File: config.mk
export PLATFORM = sky130hd
export DESIGN_NAME = kiss_command_framer_crc16_top_flat
export DESIGN_NICKNAME = d
export VERILOG_FILES = /design/src/sv/kcf_pkg.sv /design/src/sv/kcf_ifs.sv /design/src/sv/kiss_command_framer_crc16_top.sv /design/src/sv/kcf_crc.sv /design/src/sv/kcf_emit.sv /design/src/flat_wrapper.sv
export SDC_FILE = /design/constraint.sdc
export NUM_CORES = 1
export LEC_CHECK = 0
export BUFFER_PORTS_ARGS = -buffer_cell sky130_fd_sc_hd__buf_2
export CAP_MARGIN = 0
export CORE_ASPECT_RATIO = 1.2
export CORE_MARGIN = 5
export CORE_UTILIZATION = 24
export DETAILED_ROUTE_END_ITERATION = 10
export SLEW_MARGIN = 20
export SYNTH_ARGS = -nofsm -noshare
export SYNTH_HDL_FRONTEND = slang
export SYNTH_HIERARCHICAL = 1
export SYNTH_SLANG_ARGS = --single-unit
File: constraint.sdc
create_clock -name clock -period 3.2 [get_ports clock]
set_input_delay 0.64 -clock clock [delete_from_list [all_inputs] [get_ports clock]]
set_output_delay 0.64 -clock clock [all_outputs]
set_load 0.01 [all_outputs]
File: src/sv/kcf_pkg.sv
// kcf_pkg: shared constants, item type and crc byte update for the kiss command framer
// no dependencies; compile first
`default_nettype none

package kcf_pkg;

   localparam logic [7:0]  KissFend  = 8'hC0;
   localparam logic [7:0]  KissFesc  = 8'hDB;
   localparam logic [7:0]  KissTfend = 8'hDC;
   localparam logic [7:0]  KissTfesc = 8'hDD;
   localparam logic [7:0]  KissType  = 8'h00;
   localparam logic [15:0] CrcPoly   = 16'h1021;
   localparam logic [15:0] CrcInit   = 16'hFFFF;

   // one accepted command byte together with the crc after it
   typedef struct packed {
      logic [7:0]  data;
      logic        first;
      logic        last;
      logic [7:0]  count;
      logic [15:0] crc;
   } item_type;

   // crc-16 byte update, msb first, no reflection (pure xor network)
   function automatic logic [15:0] crc_feed(input logic [15:0] crc, input logic [7:0] b);
      logic [15:0] c;
      c = crc ^ {b, 8'h00};
      for (int k = 0; k < 8; k++) begin
         c = c[15] ? ((c << 1) ^ CrcPoly) : (c << 1);
      end
      return c;
   endfunction

endpackage

`default_nettype wire

File: src/sv/kcf_ifs.sv
// kcf_req_if and kcf_rsp_if: valid/ready channels of the kiss command framer
// no dependencies
`default_nettype none

interface kcf_req_if;
   logic       valid;
   logic       ready;
   logic [7:0] data_byte;
   logic       first_byte;
   logic       last_byte;
   logic [7:0] payload_count;

   modport source (output valid, output data_byte, output first_byte,
                   output last_byte, output payload_count, input ready);
   modport sink   (input valid, input data_byte, input first_byte,
                   input last_byte, input payload_count, output ready);
endinterface

interface kcf_rsp_if;
   logic       valid;
   logic       ready;
   logic [7:0] frame_byte;
   logic       frame_end;

   modport source (output valid, output frame_byte, output frame_end, input ready);
   modport sink   (input valid, input frame_byte, input frame_end, output ready);
endinterface

`default_nettype wire

File: src/sv/kiss_command_framer_crc16_top.sv
// kiss_command_framer_crc16_top: kiss frame builder with crc-16 over length and payload
// depends on kcf_pkg, kcf_ifs, kcf_crc and kcf_emit
`default_nettype none

// takes one command payload byte per beat on req_chan and produces the kiss
// encoded frame one byte per beat on rsp_chan. a beat marked first_byte opens
// the frame with fend, type 0 and the escaped length byte; every payload byte
// is escaped (db -> db dd, c0 -> db dc); a beat marked last_byte closes it with
// the escaped crc-16 (poly 0x1021, init 0xffff, msb first, no final xor) over
// the length and payload, high byte first, then a fend flagged by frame_end.
// the crc is worked out in the accept cycle, so each byte's results leave one
// per cycle, while the output register is empty or rsp_chan is ready, from a
// single item slot into the output register: an item yields one frame byte
// for a plain payload byte, two for an escaped one, up to eleven for a
// single-byte command, and the next item is taken in the same cycle as the
// previous item's final byte is loaded into the output register. no clearing pass

module kiss_command_framer_crc16_top (
   input  logic      clock,
   input  logic      reset,
   kcf_req_if.sink   req_chan,
   kcf_rsp_if.source rsp_chan
);
   import kcf_pkg::*;

   logic        accept;
   logic        item_ready;
   logic [15:0] item_crc;
   item_type    item;

   // beat taken whenever the slot is empty or drains this cycle
   assign req_chan.ready = item_ready;
   assign accept         = req_chan.valid && item_ready;

   // running crc, restarted by a first byte and reset after a last byte
   kcf_crc u_crc (
      .clock         (clock),
      .reset         (reset),
      .accept        (accept),
      .data_byte     (req_chan.data_byte),
      .first_byte    (req_chan.first_byte),
      .last_byte     (req_chan.last_byte),
      .payload_count (req_chan.payload_count),
      .item_crc      (item_crc)
   );

   // capture the beat together with the crc it leaves behind
   always_comb begin
      item.data  = req_chan.data_byte;
      item.first = req_chan.first_byte;
      item.last  = req_chan.last_byte;
      item.count = req_chan.payload_count;
      item.crc   = item_crc;
   end

   // sequencer and output register
   kcf_emit u_emit (
      .clock      (clock),
      .reset      (reset),
      .item_load  (accept),
      .item       (item),
      .item_ready (item_ready),
      .rsp_chan   (rsp_chan)
   );

endmodule

`default_nettype wire

File: src/sv/kcf_crc.sv
// kcf_crc: running crc register, gives the crc after each accepted byte
// depends on kcf_pkg
`default_nettype none

module kcf_crc (
   input  logic        clock,
   input  logic        reset,
   input  logic        accept,
   input  logic [7:0]  data_byte,
   input  logic        first_byte,
   input  logic        last_byte,
   input  logic [7:0]  payload_count,
   output logic [15:0] item_crc
);
   import kcf_pkg::*;

   logic [15:0] crc_ff;
   logic [15:0] crc_in;
   logic [15:0] base;

   always_comb begin
      // a first byte restarts the crc over the length byte
      base     = first_byte ? crc_feed(CrcInit, payload_count) : crc_ff;
      item_crc = crc_feed(base, data_byte);
      crc_in   = crc_ff;
      if (accept) begin
         crc_in = last_byte ? CrcInit : item_crc;
      end
   end

   always_ff @(posedge clock) begin
      if (reset) begin
         crc_ff <= CrcInit;
      end else begin
         crc_ff <= crc_in;
      end
   end

endmodule

`default_nettype wire

File: src/sv/kcf_emit.sv
// kcf_emit: item slot, frame byte sequencer with escaping, and output register
// depends on kcf_pkg and kcf_rsp_if
`default_nettype none

module kcf_emit (
   input  logic               clock,
   input  logic               reset,
   input  logic               item_load,
   input  kcf_pkg::item_type  item,
   output logic               item_ready,
   kcf_rsp_if.source          rsp_chan
);
   import kcf_pkg::*;

   localparam logic [2:0] PhFend0 = 3'd0;
   localparam logic [2:0] PhType  = 3'd1;
   localparam logic [2:0] PhCount = 3'd2;
   localparam logic [2:0] PhData  = 3'd3;
   localparam logic [2:0] PhCrcHi = 3'd4;
   localparam logic [2:0] PhCrcLo = 3'd5;
   localparam logic [2:0] PhFend1 = 3'd6;

   logic       slot_valid_ff, slot_valid_in;
   item_type   slot_ff, slot_in;
   logic [2:0] phase_ff, phase_in;
   logic       esc_ff, esc_in;
   logic       out_valid_ff, out_valid_in;
   logic [7:0] out_byte_ff, out_byte_in;
   logic       out_end_ff, out_end_in;

   logic       load_out;
   logic       step;
   logic [7:0] cur;
   logic       escapable;
   logic       is_end;
   logic       fin;
   logic [2:0] nxt;
   logic [7:0] emit_byte;
   logic       advance;
   logic       done;

   always_comb begin
      cur       = KissFend;
      escapable = 1'b0;
      is_end    = 1'b0;
      fin       = 1'b0;
      nxt       = phase_ff;
      unique case (phase_ff)
         PhFend0: begin
            cur = KissFend;
            nxt = PhType;
         end
         PhType: begin
            cur = KissType;
            nxt = PhCount;
         end
         PhCount: begin
            cur       = slot_ff.count;
            escapable = 1'b1;
            nxt       = PhData;
         end
         PhData: begin
            cur       = slot_ff.data;
            escapable = 1'b1;
            nxt       = PhCrcHi;
            fin       = !slot_ff.last;
         end
         PhCrcHi: begin
            cur       = slot_ff.crc[15:8];
            escapable = 1'b1;
            nxt       = PhCrcLo;
         end
         PhCrcLo: begin
            cur       = slot_ff.crc[7:0];
            escapable = 1'b1;
            nxt       = PhFend1;
         end
         PhFend1: begin
            cur    = KissFend;
            is_end = 1'b1;
            fin    = 1'b1;
         end
         default: begin
            cur = KissFend;
            fin = 1'b1;
         end
      endcase

      // second half of an escape pair, then escape lead-in, then plain byte
      priority if (esc_ff) begin
         emit_byte = (cur == KissFend) ? KissTfend : KissTfesc;
         advance   = 1'b1;
      end else if (escapable && (cur == KissFend || cur == KissFesc)) begin
         emit_byte = KissFesc;
         advance   = 1'b0;
      end else begin
         emit_byte = cur;
         advance   = 1'b1;
      end

      load_out   = !out_valid_ff || rsp_chan.ready;
      step       = slot_valid_ff && load_out;
      done       = advance && fin;
      item_ready = !slot_valid_ff || (step && done);

      slot_valid_in = slot_valid_ff;
      slot_in       = slot_ff;
      phase_in      = phase_ff;
      esc_in        = esc_ff;
      if (item_load) begin
         slot_valid_in = 1'b1;
         slot_in       = item;
         phase_in      = item.first ? PhFend0 : PhData;
         esc_in        = 1'b0;
      end else if (step && done) begin
         slot_valid_in = 1'b0;
         esc_in        = 1'b0;
      end else if (step) begin
         if (advance) begin
            phase_in = nxt;
            esc_in   = 1'b0;
         end else begin
            esc_in   = 1'b1;
         end
      end

      out_valid_in = out_valid_ff;
      out_byte_in  = out_byte_ff;
      out_end_in   = out_end_ff;
      if (step) begin
         out_valid_in = 1'b1;
         out_byte_in  = emit_byte;
         out_end_in   = is_end;
      end else if (rsp_chan.ready) begin
         out_valid_in = 1'b0;
      end
   end

   always_ff @(posedge clock) begin
      if (reset) begin
         slot_valid_ff <= 1'b0;
         phase_ff      <= PhFend0;
         esc_ff        <= 1'b0;
         out_valid_ff  <= 1'b0;
      end else begin
         slot_valid_ff <= slot_valid_in;
         phase_ff      <= phase_in;
         esc_ff        <= esc_in;
         out_valid_ff  <= out_valid_in;
      end
   end

   always_ff @(posedge clock) begin
      slot_ff     <= slot_in;
      out_byte_ff <= out_byte_in;
      out_end_ff  <= out_end_in;
   end

   assign rsp_chan.valid      = out_valid_ff;
   assign rsp_chan.frame_byte = out_byte_ff;
   assign rsp_chan.frame_end  = out_end_ff;

endmodule

`default_nettype wire
File: src/flat_wrapper.sv
// flat-port wrapper written by rule: the top's interface ports become plain ports
module kiss_command_framer_crc16_top_flat import kcf_pkg::*;
  (clock, reset, req_chan_valid, req_chan_data_byte, req_chan_first_byte, req_chan_last_byte, req_chan_payload_count, req_chan_ready, rsp_chan_valid, rsp_chan_frame_byte, rsp_chan_frame_end, rsp_chan_ready);
  kcf_req_if req_chan_i ();
  kcf_rsp_if rsp_chan_i ();
  input  logic clock;
  input  logic reset;
  input wire logic [$bits(req_chan_i.valid)-1:0] req_chan_valid;
  input wire logic [$bits(req_chan_i.data_byte)-1:0] req_chan_data_byte;
  input wire logic [$bits(req_chan_i.first_byte)-1:0] req_chan_first_byte;
  input wire logic [$bits(req_chan_i.last_byte)-1:0] req_chan_last_byte;
  input wire logic [$bits(req_chan_i.payload_count)-1:0] req_chan_payload_count;
  output wire logic [$bits(req_chan_i.ready)-1:0] req_chan_ready;
  output wire logic [$bits(rsp_chan_i.valid)-1:0] rsp_chan_valid;
  output wire logic [$bits(rsp_chan_i.frame_byte)-1:0] rsp_chan_frame_byte;
  output wire logic [$bits(rsp_chan_i.frame_end)-1:0] rsp_chan_frame_end;
  input wire logic [$bits(rsp_chan_i.ready)-1:0] rsp_chan_ready;
  assign req_chan_i.valid = req_chan_valid;
  assign req_chan_i.data_byte = req_chan_data_byte;
  assign req_chan_i.first_byte = req_chan_first_byte;
  assign req_chan_i.last_byte = req_chan_last_byte;
  assign req_chan_i.payload_count = req_chan_payload_count;
  assign req_chan_ready = req_chan_i.ready;
  assign rsp_chan_valid = rsp_chan_i.valid;
  assign rsp_chan_frame_byte = rsp_chan_i.frame_byte;
  assign rsp_chan_frame_end = rsp_chan_i.frame_end;
  assign rsp_chan_i.ready = rsp_chan_ready;
  kiss_command_framer_crc16_top u_core (.clock(clock), .reset(reset), .req_chan(req_chan_i), .rsp_chan(rsp_chan_i));
endmodule
==> impl_metrics.yaml <==
cts:
  cts_buffer_depth: 2
  post-cts-setup-buffer-count: 0
  cts.sink_count: 64
  cts_tree: "built"
  cts-buffers-inserted: 9
  cts_htree_levels: 3
  cts_root_buf: "sky130_fd_sc_hd__clkbuf_16"
  ctsHoldBuffers: 0
  cts.reportedPaths.clkPinSlew_ns: 0.06
  clk_latency_ns: 0.33
sta:
  fin_setup_tns_ns: 0
  timing.final.hold_violations: 0
  max_freq_ghz: 0.3297
  final-max-slew-violation-count: 0
  fin_worst_skew_ns: 0.01124
  final_critical_path_setup_slack_ns: 0.1670
  setup_viol: 0
  max-slew-margin-rel_pct: 60.04
  grt_setup_unrepaired: "false"
  worst_slew_pin_slew_ns: 0.5993
  period_share_pct: 94.78
  final.hold.worst_slack_ns: 0.4743
  timing.final.crit_period_ns: 3.033
synthesis:
  net_count_after_synthesis: 281
  dominant_combinational_cell_family_by_area_after_synthesis: "XOR/XNOR gates"
  ys.warnings.count: 6
  complex_gate_fraction_of_the_synthesized_area_pct: 12.42
  synth_sequential_area_ratio_pct: 52.94
  post_synth_inst_count: 259
  synth_top_area_cell: "sky130_fd_sc_hd__edfxtp_1"
  number_of_different_library_cells_in_the_post_synthesis_netlist: 57
  synth_adder_area_share_pct: 0
  synth_enable_flop_cells: 42
  synth_xor_area_share_pct: 13.51
  yosys_register_bits: 64
  netlist_area_before_placement_um2: 3214
  ys_async_sr_fraction_pct: 0
  synth.area.top_cells: "sky130_fd_sc_hd__edfxtp_1 (39%), sky130_fd_sc_hd__dfxtp_1 (14%), sky130_fd_sc_hd__xnor2_1 (5.4%), sky130_fd_sc_hd__mux2i_1 (5.0%), sky130_fd_sc_hd__xnor3_1 (4.2%)"
  synthDominantCellAreaShare_pct: 39.24
  muxShareOfSynthArea_pct: 6.540
  synth-main-ff-cell: "sky130_fd_sc_hd__edfxtp_1"
  postSynthAreaPerCell_um2: 12.41
  share_of_synthesized_cell_area_in_and_or_nand_and_nor_gates_pct: 11.33
worst_setup_path:
  cp_slowest_cell: "sky130_fd_sc_hd__dfxtp_1"
  setup.worst_path.class: "reg -> out"
  cp_cell_sequence: "and2b_1 > a32oi_1 > o311ai_1 > buf_4 > nor4_4 > o21ai_2 > o311a_1 > nand2b_1 > buf_2"
  worstPathMaxFanout: 6
  critical_path_required_ns: 2.56
  worst_setup_path_end_kind: "primary output"
  setup.worst_path.start_class: "flip-flop"
  worst_r2r_path_depth: 13
  cp_data_arrival_time_ns: 2.39
  worst_path_largest_cell_delay_ns: 0.42
status:
  run_status: "finished, final reports clean"
global_routing:
  maximum_number_of_pins_on_one_net_before_global_route_repair: 26
  antenna_found_initial: 0
  first_global_vias: 2094
  global_route.overflow_total: 0
  grt_util_all_layers_pct: 9.342
  first_pass_grt_wire_length_mm: 11.14
pwr:
  leakage_nw: 1.457
  clock_power_share_pct: 38.3
  cell_internal_power_mw: 1.844
  p_comb_share_pct: 20.2
  p_per_area_nw_per_um2: 646.0
  netSwitchingFraction_pct: 26.63
  worst_ir_drop_vdd_uv: 329.2
  pwr-share-seq_pct: 41.6
  switching_power_of_the_nets_uw: 669.2
place:
  detailed_place_hpwl_mm: 5.411
  placed_cell_area_um2: 3592
  gp_congestion: 0.7997
  dpl_worst_slack_ns: 0.2582
  buffers_added_on_ports: 32
cells_and_area:
  antennaDiodeCount: 0
  final_net_count: 321
  most_used_cells_in_the_layout_excluding_fill_and_tap_cells: "sky130_fd_sc_hd__edfxtp_1 (42), sky130_fd_sc_hd__buf_2 (32), sky130_fd_sc_hd__dfxtp_1 (21)"
  post_route_cells_drive_above_1_share_pct: 25.33
  mostFrequentLayoutCell: "sky130_fd_sc_hd__edfxtp_1"
  fin_util_pct: 29.51
  filler_cell_count: 1325
  layout.cell_area.non_filler_um2: 3890
  syn_to_final_growth_pct: 21.02
floorplanning:
  design.portCount: 33
  die-area_um2: 15820
  chipWidth_um: 115.6
  total_number_of_placement_rows: 46
  die_height_um: 136.8
  core_region_area_um2: 13180
  floorplan.initialDensity_pct: 24.39
run:
  max_cap_violations: 0
route:
  drtIter0Drc: 110
  number_of_drc_violations_after_detailed_routing: 0
  postRouteWirelength_mm: 7.047
  viasPerCell: 4.356
  vias: 2056
  route.detailed.wl_per_inst_um: 14.93
  detailedRoute.firstPassIterationCount: 4
  antenna_violating_nets_post_route: 0
min_path:
  min_path_cells: 1
  min_path_type: "reg -> reg"
cell type report:
type                            instances  area (um2)  area share, %
Clock buffer                            9       225.2          5.790
Sequential cell                        64        1703          43.78
Tap cell                              168       210.2          5.404
Clock inverter                          7       71.32          1.833
Timing Repair Buffer                   41       240.2          6.176
Inverter                                8       30.03         0.7720
Multi-Input combinational cell        175        1410          36.25
cell families after synthesis:
| kind of cell | after synthesis |
|---|---|
| AND/OR/NAND/NOR | 66 |
| flip-flops | 64 |
| AO/OA/AOI/OAI | 55 |
| XOR/XNOR | 35 |
| buffers and inverters | 20 |
| multiplexers | 19 |
registers in the layout, summed over array words and instances, names as in the netlist:
name,cells
u_core/u_crc/crc_ff,16
u_core/u_emit/esc_ff,1
u_core/u_emit/rsp_chan.valid,1
u_core/u_emit/rsp_chan.frame_end,1
u_core/u_emit/phase_ff,3
u_core/u_emit/slot_valid_ff,1
u_core/u_emit/rsp_chan.frame_byte,8
u_core/u_emit/slot_ff,33
Yosys cell counts, types with 4 or more instances:
library cell / instances
sky130_fd_sc_hd__edfxtp_1: 42
sky130_fd_sc_hd__dfxtp_1: 22
sky130_fd_sc_hd__xnor2_1: 20
sky130_fd_sc_hd__nor2_1: 19
sky130_fd_sc_hd__mux2i_1: 16
sky130_fd_sc_hd__a21oi_1: 14
sky130_fd_sc_hd__nand2b_1: 11
sky130_fd_sc_hd__o22ai_1: 10
sky130_fd_sc_hd__nand2_1: 9
sky130_fd_sc_hd__inv_1: 8
sky130_fd_sc_hd__o22a_1: 8
sky130_fd_sc_hd__xnor3_1: 6
sky130_fd_sc_hd__or2_2: 5
sky130_fd_sc_hd__xor2_1: 5
sky130_fd_sc_hd__or3_1: 4
routing by layer:
metal / vias up / wire length, um / global-route usage, %
met5: - / 0 / 0
met4: 0 / 98 / 3.482
met3: 8 / 404 / 2.742
met2: 51 / 3445 / 15.44
met1: 963 / 3099 / 11.51
li1: 1034 / - / -
worst paths after layout:
kind                                                        startpoint                                   end  slack [ns]
worst max-delay path            u_core/u_emit/phase_ff[2]$_SDFFE_PP0P_                        req_chan_ready        0.17
worst min-delay path               u_core/u_crc/crc_ff[5]$_SDFFE_PP1P_   u_core/u_crc/crc_ff[5]$_SDFFE_PP1P_        0.47
worst max register to register  u_core/u_emit/phase_ff[2]$_SDFFE_PP0P_  u_core/u_crc/crc_ff[13]$_SDFFE_PP1P_        0.29
worst min register to register     u_core/u_crc/crc_ff[5]$_SDFFE_PP1P_   u_core/u_crc/crc_ff[5]$_SDFFE_PP1P_        0.47
power groups by stage:
stage | Sequential [mW] | Combinational [mW] | Clock (mW)
floorplan | 1.05 | 0.373 | 0
global route | 1.05 | 0.548 | 1.03
finish | 1.04 | 0.507 | 0.962
global placement | 1.06 | 0.502 | 0
CTS | 1.04 | 0.506 | 0.977
detailed placement | 1.06 | 0.505 | 0
per-stage QoR:
| step | power [mW] | std cells |
|---|---|---|
| after global placement | 1.564 | 456 |
| after detailed placement | 1.566 | 456 |
| final | 2.513 | 472 |
| after floorplan | 1.422 | 259 |
| after CTS | 2.527 | 472 |
| after global routing | 2.626 | 472 |
worst max-delay path: cells and delay by family, from the launching register on:
kind	cells	cell delay, ns
buffers and inverters	2	0.31
AOI/OAI and AO/OA	4	0.73
DFF	1	0.42
and+or+nand+nor	3	0.61
repair_timing:
item,CTS,global route
endpoints found under the setup margin,0,9
resized for setup,0,1
endpoints found under the hold margin,0,0
Power figures use the tool's default switching activity.
